===== config.mk =====
export PLATFORM = sky130hd
export DESIGN_NAME = pidc_mul
export DESIGN_NICKNAME = d
export VERILOG_FILES = /design/src/hw/rtl/pid_control_step_top_macros.svh /design/src/hw/rtl/pidc_pkg.sv /design/src/hw/rtl/pidc_mul.sv
export SDC_FILE = /design/constraint.sdc
export NUM_CORES = 2
export LEC_CHECK = 0
export ABC_CLOCK_PERIOD_IN_PS = 11200
export BUFFER_PORTS_ARGS = -buffer_cell sky130_fd_sc_hd__buf_2
export CELL_PAD_IN_SITES_DETAIL_PLACEMENT = 0
export CELL_PAD_IN_SITES_GLOBAL_PLACEMENT = 1
export CORE_AREA = 2 2 288 290
export CTS_BUF_LIST = sky130_fd_sc_hd__clkbuf_4 sky130_fd_sc_hd__clkbuf_8
export DETAILED_ROUTE_END_ITERATION = 8
export DIE_AREA = 0 0 290 292
export PLACE_DENSITY = 0.82
export SLEW_MARGIN = 20
export SYNTH_ARGS = -nofsm -noshare
export SYNTH_HDL_FRONTEND = slang
export SYNTH_SLANG_ARGS = --single-unit
export TNS_END_PERCENT = 1

===== constraint.sdc =====
create_clock -name i_clk -period 11.2 [get_ports i_clk]
set_input_delay 2.24 -clock i_clk [delete_from_list [all_inputs] [get_ports i_clk]]
set_output_delay 2.24 -clock i_clk [all_outputs]
set_load 0.02 [all_outputs]

===== src/hw/rtl/pid_control_step_top_macros.svh =====
// assertion helpers for the pid step block
`ifndef PID_CONTROL_STEP_TOP_MACROS_SVH
`define PID_CONTROL_STEP_TOP_MACROS_SVH

// same-cycle implication, checked outside reset
`define PIDC_AST_IMP(name, ante, cons) \
    name: assert property (@(posedge i_clk) disable iff (!i_rst_n) (ante) |-> (cons)) \
        else $error("pidc check failed");

// next-cycle implication, checked outside reset
`define PIDC_AST_NXT(name, ante, cons) \
    name: assert property (@(posedge i_clk) disable iff (!i_rst_n) (ante) |=> (cons)) \
        else $error("pidc check failed");

`endif


===== src/hw/rtl/pidc_pkg.sv =====
package pidc_pkg;

    localparam int DW  = 32;          // data word
    localparam int QW  = 16;          // fraction bits
    localparam int MW  = DW + 2;      // multiplier operand
    localparam int PW  = 2 * MW;      // product
    localparam int SW  = PW - QW;     // shifted product / sum width
    localparam int DVW = DW + 1 + QW; // dividend and quotient
    localparam int CIW = 3;           // register index

    localparam logic signed [DW-1:0] S32_MAX = 32'sh7fffffff;
    localparam logic signed [DW-1:0] S32_MIN = 32'sh80000000;

    localparam logic [CIW-1:0] REG_GAIN_P      = 3'd0;
    localparam logic [CIW-1:0] REG_GAIN_I      = 3'd1;
    localparam logic [CIW-1:0] REG_GAIN_D      = 3'd2;
    localparam logic [CIW-1:0] REG_PERIOD      = 3'd3;
    localparam logic [CIW-1:0] REG_INT_LIMIT   = 3'd4;
    localparam logic [CIW-1:0] REG_OUT_FLOOR   = 3'd5;
    localparam logic [CIW-1:0] REG_OUT_CEILING = 3'd6;
    localparam logic [CIW-1:0] REG_ALPHA       = 3'd7;

    localparam logic [DW-1:0] RST_PERIOD    = 32'h0001_0000;
    localparam logic [DW-2:0] RST_INT_LIMIT = 31'h7fff_ffff;

    typedef enum logic [1:0] {
        OP_ERROR    = 2'd0,
        OP_SETPOINT = 2'd1,
        OP_CLEAR    = 2'd2,
        OP_UNUSED   = 2'd3
    } t_op;

    typedef enum logic [3:0] {
        S_IDLE, S_DIV, S_FILT, S_FILT_W, S_IGAIN, S_IGAIN_W, S_IPER, S_IPER_W,
        S_PGAIN, S_PGAIN_W, S_DGAIN, S_DGAIN_W, S_SUM
    } t_state;

    typedef struct packed {
        logic [1:0]           op;
        logic signed [DW-1:0] err_in;
        logic signed [DW-1:0] target;
        logic signed [DW-1:0] measured;
        logic [DW-1:0]        step_time;
    } t_pidc_in;

    typedef struct packed {
        logic signed [DW-1:0] drive;
        logic                 limited;
    } t_pidc_out;

    typedef struct packed {
        logic busy;
        logic done;
    } t_div_stat;

    function automatic logic signed [DW-1:0] sat32(input logic signed [SW-1:0] v);
        logic signed [DW-1:0] r;
        if (v > SW'(S32_MAX)) r = S32_MAX;
        else if (v < SW'(S32_MIN)) r = S32_MIN;
        else r = v[DW-1:0];
        return r;
    endfunction

endpackage


===== src/hw/rtl/pidc_mul.sv =====
module pidc_mul (
    input  logic                              i_clk,
    input  logic signed [pidc_pkg::MW-1:0]    i_a,
    input  logic signed [pidc_pkg::MW-1:0]    i_b,
    output logic signed [pidc_pkg::PW-1:0]    o_prod
);
    import pidc_pkg::*;

    logic signed [PW-1:0] r_prod;

    // one registered signed product per cycle
    always_ff @(posedge i_clk) begin
        r_prod <= i_a * i_b;
    end

    assign o_prod = r_prod;

endmodule


==> flow_summary.yaml <==
job:
  cap_violations: 0
yosys:
  synth_area_mm2: 0.0430
  netlist_top_cells_count: "1241 x fa_1, 1231 x inv_1, 621 x and2_1"
  ys_seq_area_frac: 0.0316
  avgSynthCellArea_um2: 9.45
  synthDistinctLibCells: 69
  synth_compound_area_frac: 0.0335
  synth_mux_area_frac: 0
  yosysTopAreaCell: "fa_1"
  yosys.area_share.xor_xnor: 0.0161
  synth_ff_type: "dfxtp_1"
  syn_nets: 6068
  synth-seq-cells: 68
  synth_cells: 4554
  synth-simple-area-share: 0.154
  synth_warnings: 0
  synth_top_family_by_area: "adder cells"
  synthTopCellsByArea: "fa_1 58%, inv_1 11%, and2_1 9.0%, ha_1 5.9%, nand2_1 4.7%"
  synthArstFlopShare: 0
  synth.most_common_cell: "fa_1"
  synth.top_cell.area_share: 0.577
  yosys.area_share.adder: 0.637
  synth-edff-count: 0
cts:
  postCtsSetupBuffers: 0
  cts_root_buf: "clkbuf_8"
  clkTransAtPathRegs_ps: 90
  cts_resized: 0
  tritoncts: "yes"
  cts_buffer_depth: 2
  htreeDepth: 3
  numCtsBuffers: 9
  cts_sinks: 68
  holdBufCountCts: 0
sta:
  final-setup-viol-count: 0
  max_clock_freq_mhz: 100
  grt_setup_unrepaired: "false"
  hold_violations: 0
  maxSlewViolCount: 0
  slew_headroom: 0.288
  fin_crit_sh: 0.889
  finalCriticalPeriod_ps: 9960
  worstMarginPinSlew_ps: 1070
  tns_ps: 0
grt:
  first_global_vias: 33700
  grt_max_degree: 35
  grt_first_pass_wirelength_mm: 192
  antenna_found_initial: 19
  grt_util_all_layers: 0.298
  gr-total-overflow: 0
status:
  status: "finished, final reports clean"
detailed_routing:
  wl_per_cell_um: 21.0
  via_count: 29900
  drc: 0
  vias_per_cell: 5.34
  drtIter0Drc: 1815
  dr.pass1.iters: 5
  drt_wl_total_mm: 117
  ant_nets: 0
cells_and_area:
  layout.nets: 6033
  largest_reg_flops: 68
  fillers: 7433
  multi_input_area_mm2: 0.0361
  seq_area_mm2: 0.00136
  areaGrowthSynthToFinish_pct: 3.86
  drive_gt1_frac: 0.0508
critical_path:
  worst-path-max-fanout: 27
  path_common_cell: "fa_1"
  crit_family: "adder cells"
  path_buf_inv: 4
  crit_cells: 23
  arrival_ps: 10390
  crit_type: "in -> reg"
  crit_chain: "buf_2 > nand2_1 > fa_1 > fa_1 > inv_1 > fa_1 > inv_1 > fa_1 > fa_1 > fa_1 > fa_1 > fa_1 > inv_1 > ha_1 > nand3_1 > or2_2 > nor2_1 > a221oi_1 > o21ai_0 > a31oi_2 > nor2_2 > o41ai_2 > xnor2_1"
  endpoint_kind: "flip-flop"
  crit_required_ps: 11630
  crit_path_max_incr_delay_ps: 890
  crit_start: "i_b[10]"
  cp-start-kind: "input port"
  slowest_stage: "fa_1"
  cp-endpoint: "o_prod[65]"
floorplanning:
  die_h_um: 292
  start_util: 0.527
  dieArea_mm2: 0.0847
  rows: 105
  core_mm2: 0.0816
  pin_count: 137
  die_w_um: 290
placed_design:
  io_buffers: 136
  gp_congestion: 0.897
  hpwlAfterDp_mm: 92.6
worst_hold_path:
  hold_class: "in -> reg"
==> cells by family after synthesis <==
logic type,count (synthesis)
adders and majority gates,1445
buffers and inverters,1460
xor gates and xnor gates,79
DFF,68
and+or+nand+nor,1296
AOI/OAI and AO/OA,206
==> worst min-delay path, delay by kind of cell <==
| kind | cells | cell delay, ps |
|---|---|---|
| AND/OR/NAND/NOR | 1 | 160 |
| adder cells (fa/ha/maj) | 1 | 120 |
| buffers and inverters | 1 | 200 |
==> how the worst min path moves through the flow <==
| stage | endpoint | cells after the start | startpoint | slack [ps] |
|---|---|---|---|---|
| after floorplan | o_prod[0] | 1 | i_a[0] | 2370 |
| after global placement | o_prod[54] | 1 | o_prod[54] | 2660 |
| after detailed placement | o_prod[52] | 1 | o_prod[52] | 2650 |
| after CTS | o_prod[1] | 3 | i_b[1] | 2230 |
| after global routing | o_prod[1] | 3 | i_b[1] | 2250 |
| final | o_prod[1] | 3 | i_b[1] | 2270 |
==> per-stage QoR <==
| step | hold WS, ps | utilization | cells | setup WS (ps) | instance area [µm²] |
|---|---|---|---|---|---|
| floorplan | 2370 | - | 4554 | 1470 | 43000 |
| global placement | 2660 | 0.545 | 5578 | 864 | 44500 |
| CTS | 2230 | 0.548 | 5594 | 1260 | 44700 |
| finish | 2270 | 0.548 | 5600 | 1240 | 44700 |
| detailed placement | 2650 | 0.545 | 5578 | 765 | 44500 |
| global route | 2250 | 0.548 | 5595 | 847 | 44700 |
==> cell type report <==
cell class / instances / area share
Multi-Input combinational cell: 3026 / 0.809
Inverter: 1232 / 0.103
Sequential cell: 68 / 0.0305
Tap cell: 1070 / 0.0300
Timing Repair Buffer: 182 / 0.0230
Clock buffer: 11 / 0.00325
Clock inverter: 5 / 0.000840
Antenna cell: 6 / 0.000336
==> cells in the final DEF, fill, tap and decap left out, drive strengths merged, types with 3 or more instances in the layout <==
cell type,netlist,final
o21bai,12,12
a211oi,7,7
o211ai,3,3
and3,8,8
ha,204,204
fa,1241,1241
nor3,5,5
o41ai,6,6
a21o,37,37
and2,623,623
diode,0,6
nand2b,20,20
a211o,3,3
nor2b,9,9
xor2,23,23
nor2,56,56
nand2,542,542
buf,9,182
nand4,11,11
xnor2,56,56
inv,1231,1231
clkbuf,217,11
o21a,4,4
nand3,11,11
a21oi,63,63
o21ai,41,41
clkinv,1,4
a31oi,10,10
dfxtp,68,68
a221oi,4,4
or2,4,4
==> layer usage <==
metal / routed length, µm / global-route usage / vias up / share of wire
li1: - / - / 12700 / -
met1: 47800 / 0.399 / 15800 / 0.41
met2: 56300 / 0.489 / 1110 / 0.48
met3: 8370 / 0.0547 / 285 / 0.071
met4: 4810 / 0.110 / 18 / 0.041
met5: 112 / 0 / - / 0.00095
Power is left out: the tool's default activity adds up to more than one toggle a clock period on the data nets, which glitch-free logic cannot reach.
