**config.mk**
```make
export PLATFORM = sky130hd
export DESIGN_NAME = pidc_div
export DESIGN_NICKNAME = d
export VERILOG_FILES = /design/src/hw/rtl/pid_control_step_top_macros.svh /design/src/hw/rtl/pidc_pkg.sv /design/src/hw/rtl/pidc_div.sv
export SDC_FILE = /design/constraint.sdc
export NUM_CORES = 1
export LEC_CHECK = 0
export BUFFER_PORTS_ARGS = -buffer_cell sky130_fd_sc_hd__clkbuf_2
export CAP_MARGIN = 10
export CORE_MARGIN = 4
export CORE_UTILIZATION = 60
export CTS_BUF_LIST = sky130_fd_sc_hd__clkbuf_16
export CTS_CLUSTER_SIZE = 14
export DETAILED_ROUTE_END_ITERATION = 8
export PLACE_DENSITY = 0.86
export SETUP_SLACK_MARGIN = 0.5
export SYNTH_ARGS = -nofsm -noshare
export SYNTH_HDL_FRONTEND = slang
export SYNTH_SLANG_ARGS = --single-unit
```
**constraint.sdc**
```tcl
create_clock -name i_clk -period 4.4 [get_ports i_clk]
set_input_delay 0.44 -clock i_clk [delete_from_list [all_inputs] [get_ports i_clk]]
set_output_delay 0.44 -clock i_clk [all_outputs]
set_load 0.01 [all_outputs]
```
**src/hw/rtl/pid_control_step_top_macros.svh**
```systemverilog
// assertion helpers for the pid step block
`ifndef PID_CONTROL_STEP_TOP_MACROS_SVH
`define PID_CONTROL_STEP_TOP_MACROS_SVH

// same-cycle implication, checked outside reset
`define PIDC_AST_IMP(name, ante, cons) \
    name: assert property (@(posedge i_clk) disable iff (!i_rst_n) (ante) |-> (cons)) \
        else $error("pidc check failed");

// next-cycle implication, checked outside reset
`define PIDC_AST_NXT(name, ante, cons) \
    name: assert property (@(posedge i_clk) disable iff (!i_rst_n) (ante) |=> (cons)) \
        else $error("pidc check failed");

`endif

```
**src/hw/rtl/pidc_pkg.sv**
```systemverilog
package pidc_pkg;

    localparam int DW  = 32;          // data word
    localparam int QW  = 16;          // fraction bits
    localparam int MW  = DW + 2;      // multiplier operand
    localparam int PW  = 2 * MW;      // product
    localparam int SW  = PW - QW;     // shifted product / sum width
    localparam int DVW = DW + 1 + QW; // dividend and quotient
    localparam int CIW = 3;           // register index

    localparam logic signed [DW-1:0] S32_MAX = 32'sh7fffffff;
    localparam logic signed [DW-1:0] S32_MIN = 32'sh80000000;

    localparam logic [CIW-1:0] REG_GAIN_P      = 3'd0;
    localparam logic [CIW-1:0] REG_GAIN_I      = 3'd1;
    localparam logic [CIW-1:0] REG_GAIN_D      = 3'd2;
    localparam logic [CIW-1:0] REG_PERIOD      = 3'd3;
    localparam logic [CIW-1:0] REG_INT_LIMIT   = 3'd4;
    localparam logic [CIW-1:0] REG_OUT_FLOOR   = 3'd5;
    localparam logic [CIW-1:0] REG_OUT_CEILING = 3'd6;
    localparam logic [CIW-1:0] REG_ALPHA       = 3'd7;

    localparam logic [DW-1:0] RST_PERIOD    = 32'h0001_0000;
    localparam logic [DW-2:0] RST_INT_LIMIT = 31'h7fff_ffff;

    typedef enum logic [1:0] {
        OP_ERROR    = 2'd0,
        OP_SETPOINT = 2'd1,
        OP_CLEAR    = 2'd2,
        OP_UNUSED   = 2'd3
    } t_op;

    typedef enum logic [3:0] {
        S_IDLE, S_DIV, S_FILT, S_FILT_W, S_IGAIN, S_IGAIN_W, S_IPER, S_IPER_W,
        S_PGAIN, S_PGAIN_W, S_DGAIN, S_DGAIN_W, S_SUM
    } t_state;

    typedef struct packed {
        logic [1:0]           op;
        logic signed [DW-1:0] err_in;
        logic signed [DW-1:0] target;
        logic signed [DW-1:0] measured;
        logic [DW-1:0]        step_time;
    } t_pidc_in;

    typedef struct packed {
        logic signed [DW-1:0] drive;
        logic                 limited;
    } t_pidc_out;

    typedef struct packed {
        logic busy;
        logic done;
    } t_div_stat;

    function automatic logic signed [DW-1:0] sat32(input logic signed [SW-1:0] v);
        logic signed [DW-1:0] r;
        if (v > SW'(S32_MAX)) r = S32_MAX;
        else if (v < SW'(S32_MIN)) r = S32_MIN;
        else r = v[DW-1:0];
        return r;
    endfunction

endpackage

```
**src/hw/rtl/pidc_div.sv**
```systemverilog
module pidc_div (
    input  logic                         i_clk,
    input  logic                         i_rst_n,
    input  logic                         i_start,
    input  logic [pidc_pkg::DVW-1:0]     i_dividend,
    input  logic [pidc_pkg::DW-1:0]      i_divisor,
    output pidc_pkg::t_div_stat          o_stat,
    output logic [pidc_pkg::DVW-1:0]     o_quot
);
    import pidc_pkg::*;

    localparam int CW = $clog2(DVW);

    logic            r_busy, n_busy;
    logic            r_done, n_done;
    logic [CW-1:0]   r_cnt, n_cnt;
    logic [DW-1:0]   r_rem, n_rem;
    logic [DVW-1:0]  r_quo, n_quo;
    logic [DW-1:0]   r_div;
    logic [DW:0]     trial;
    logic [DW:0]     diff;
    logic            ge;

    // restoring divide, one quotient bit a cycle
    always_comb begin
        trial  = {r_rem, r_quo[DVW-1]};
        diff   = trial - {1'b0, r_div};
        ge     = trial >= {1'b0, r_div};
        n_busy = r_busy;
        n_done = 1'b0;
        n_cnt  = r_cnt;
        n_rem  = r_rem;
        n_quo  = r_quo;
        if (i_start) begin
            n_busy = 1'b1;
            n_cnt  = CW'(DVW - 1);
            n_rem  = '0;
            n_quo  = i_dividend;
        end else if (r_busy) begin
            n_rem = ge ? diff[DW-1:0] : trial[DW-1:0];
            n_quo = {r_quo[DVW-2:0], ge};
            n_cnt = r_cnt - 1'b1;
            if (r_cnt == '0) begin
                n_busy = 1'b0;
                n_done = 1'b1;
            end
        end
    end

    always_ff @(posedge i_clk) begin
        if (!i_rst_n) begin
            r_busy <= 1'b0;
            r_done <= 1'b0;
            r_cnt  <= '0;
        end else begin
            r_busy <= n_busy;
            r_done <= n_done;
            r_cnt  <= n_cnt;
        end
        r_rem <= n_rem;
        r_quo <= n_quo;
        if (i_start) r_div <= i_divisor;
    end

    assign o_stat.busy = r_busy;
    assign o_stat.done = r_done;
    assign o_quot      = r_quo;

endmodule

```
==> metrics <==
Syn Inst Count=665; Synth warnings=0; Power Density=roughly 430 nW/um2; P_leak=around 3.5 nW; Hold Vio Cnt, Final=0; CP arrival=approximately 3.5 ns; crit end category=flop; grt ovf=0; critical path depth in cells=10; GR Util met3=9.26%; clock root buffer=clkbuf_16; Chip Width=about 110 um; DP Cell Count=903; M1 GR Usage=30.5%; Design Area, Final=8090 um2; clock sink total=roughly 120; via/cell ratio=around 5.9; CTS Buf Count=17; Post-synth EDFFs=81; detailed router's first-iteration violation count=557; reg-to-reg slack, setup=1.13 ns; Mean Syn Cell Area=10.3 um2; clock buffer depth=2; PostCTS Resize Cnt=0; Seq pwr share=around two fifths; clock power share=between 30% and 40%; RSZ-0062 raised after global routing=no; Antenna Cells=0; depth of the worst register-to-register path=10; largest net degree at the start of global routing=76; CP Buf/Inv Count=1; # port buffers=between 100 and 150; Post-route DRC=0; CTS Hold Buffers Added=0; core area=roughly 11000 um2; flops & latches, synth=121; ys flop type=edfxtp_1; htree depth=4; Hold Path Depth=1; Reg clk slew, reported paths=0.06 ns; Net Sw Power=1.01 mW; vias in the first global route=roughly 5600; most common cell after layout, fill and taps aside=clkbuf_2; Final Setup Violations=0; first-pass GRT wire length=27.2 mm; share of layout cells above drive strength 1=between 20% and 30%; CTS tree=yes; Synth Net Count=783; total vias in the final route=around 5500; Worst Tran Pin Value=1.17 ns; Worst slew margin=around 22%; CP startpoint kind=flop; IR drop worst, VDD=0.550 mV; Slew Viols, Final=0; overall power=3.47 mW; Worst path top cell family by delay=compound AO/OA/AOI/OAI gates; Tot GR Track Use=26.2%; Final Cycle Share=74.2%; Post-Layout Cell Count=935; DIE HEIGHT=115 um; post-DP HPWL=around 12 mm; Nets=900; Worst EP required=4.63 ns; run status=complete, no violations; setup_tns=0 ns; DR pass1 iterations=8; die area=13200 um2; # IOs=between 100 and 150; most frequent cells in the layout=clkbuf_2 (133), edfxtp_1 (81), nand2_1 (75), inv_1 (49), mux2_2 (48); setup bufs post-CTS=0; M2 GR Usage=44.6%; Combinational Power Share=21.4%; CP max-delay cell=buf_4; row cnt=38; final WL=16.6 mm; Max stage delay on crit path=around 0.42 ns; Synth Cell Area=a little under 7000 um2; number of max-cap violations=0; routability cong.=around 0.89; antenna violations before repair=0; DP Area=7530 um2; worst-path maximum fanout=29; Clk Latency, worst-skew pair=0.42 ns; GR peak layer=met2; CP cell instances=ha_1 > a21o_1 > a31o_1 > o21ai_1 > nand3_1 > o2111a_1 > o21ai_2 > buf_4 > or3_1 > a41oi_1; initial core utilization=around 62%; Final min period=3.27 ns; ys async rst share=0%; Hold Crit Class=input port to flop; Clock Skew=0.0136 ns; P_int=between 2 and 2.5 mW; sequential share of the synthesized area=47.2%; fmax=about 300 MHz; number of routed nets with antenna violations=0; count of different cell masters after synthesis=69; area grow syn2layout=18.2%; sw frac=between 20 and 30%; Routed WL per cell=17.7 um; Crit Path Class=flop to flop
[per-layer routing]
metal | wire length, um | up-vias
li1 | - | 2669
met1 | 6690 | 2625
met2 | 8190 | 217
met3 | 1340 | 37
met4 | 370 | 0
met5 | 0 | -
[cell usage after synthesis, types with 10 or more instances]
| library cell | count | share of area (%) |
|---|---|---|
| dfxtp_1 | 40 | 12 |
| edfxtp_1 | 81 | 36 |
| o21ai_0 | 18 | 1.3 |
| xor2_1 | 10 | 1.3 |
| nand4_1 | 15 | 1.4 |
| inv_1 | 46 | 2.5 |
| xnor2_1 | 14 | 1.8 |
| nand3_1 | 15 | 1.1 |
| a311oi_1 | 22 | 2.8 |
| a21oi_1 | 40 | 2.9 |
| clkbuf_1 | 16 | 0.88 |
| nor2_1 | 42 | 2.3 |
| ha_1 | 33 | 6.0 |
| nand2_1 | 75 | 4.1 |
| a21o_1 | 17 | 1.9 |
| mux2_2 | 48 | 7.9 |
[registers in the layout, indices dropped and copies added (netlist names)]
| name | count |
|---|---|
| o_quot | 49 |
| r_cnt | 6 |
| r_rem | 32 |
| r_div | 32 |
| r_done | 1 |
| r_busy | 1 |
[final timing paths]
| check | endpoint | startpoint |
|---|---|---|
| worst min register to register | r_rem[14] | r_rem[13] |
| worst max-delay path | r_rem[26] | r_rem[3] |
| worst max register to register | r_rem[26] | r_rem[3] |
| worst min-delay path | r_div[0] | i_divisor[0] |
[power groups by stage]
stage               sequential (mW)  combinational, mW  clock (mW)
floorplan                      1.43              0.518           0
global placement               1.42              0.708           0
detailed placement             1.42              0.732           0
CTS                            1.41              0.740        1.34
global route                   1.42              0.824        1.40
finish                         1.41              0.745        1.32
[cell type report]
class / count / area [um2]
clock inverters: 15 / 140
fillers: 734 / 2890
inverters: 47 / 178
clock buffers: 17 / 425
repair buffers: 138 / 703
well taps: 140 / 175
multi-input cells: 457 / 3240
flip-flops and latches: 121 / 3230
[stage by stage]
step                      util (%)  hold WS (ns)  setup slack, ns
after floorplan                  -         0.464             1.44
after global placement        68.5         0.481             1.22
after detailed placement      68.5         0.488             1.18
after CTS                     73.7         0.183             1.16
after global routing          73.7         0.182            0.791
final                         73.7         0.192             1.13
[worst reg2reg max path, delay by kind of cell, from the launching register on]
family,cells,cell delay [ns]
buffers and inverters,1,0.42
DFF,1,0.33
AOI/OAI and AO/OA,6,1.53
adders and majority gates,1,0.38
and+or+nand+nor,2,0.43
[logic make-up after synthesis]
family,synth area share [%]
AO/OA/AOI/OAI,16.4
XOR/XNOR,3.07
adder cells (fa/ha/maj),6.32
buffers and inverters,5.52
flip-flops,47.2
multiplexers,8.28
AND/OR/NAND/NOR,13.2
(Power assumes the default switching activity.)
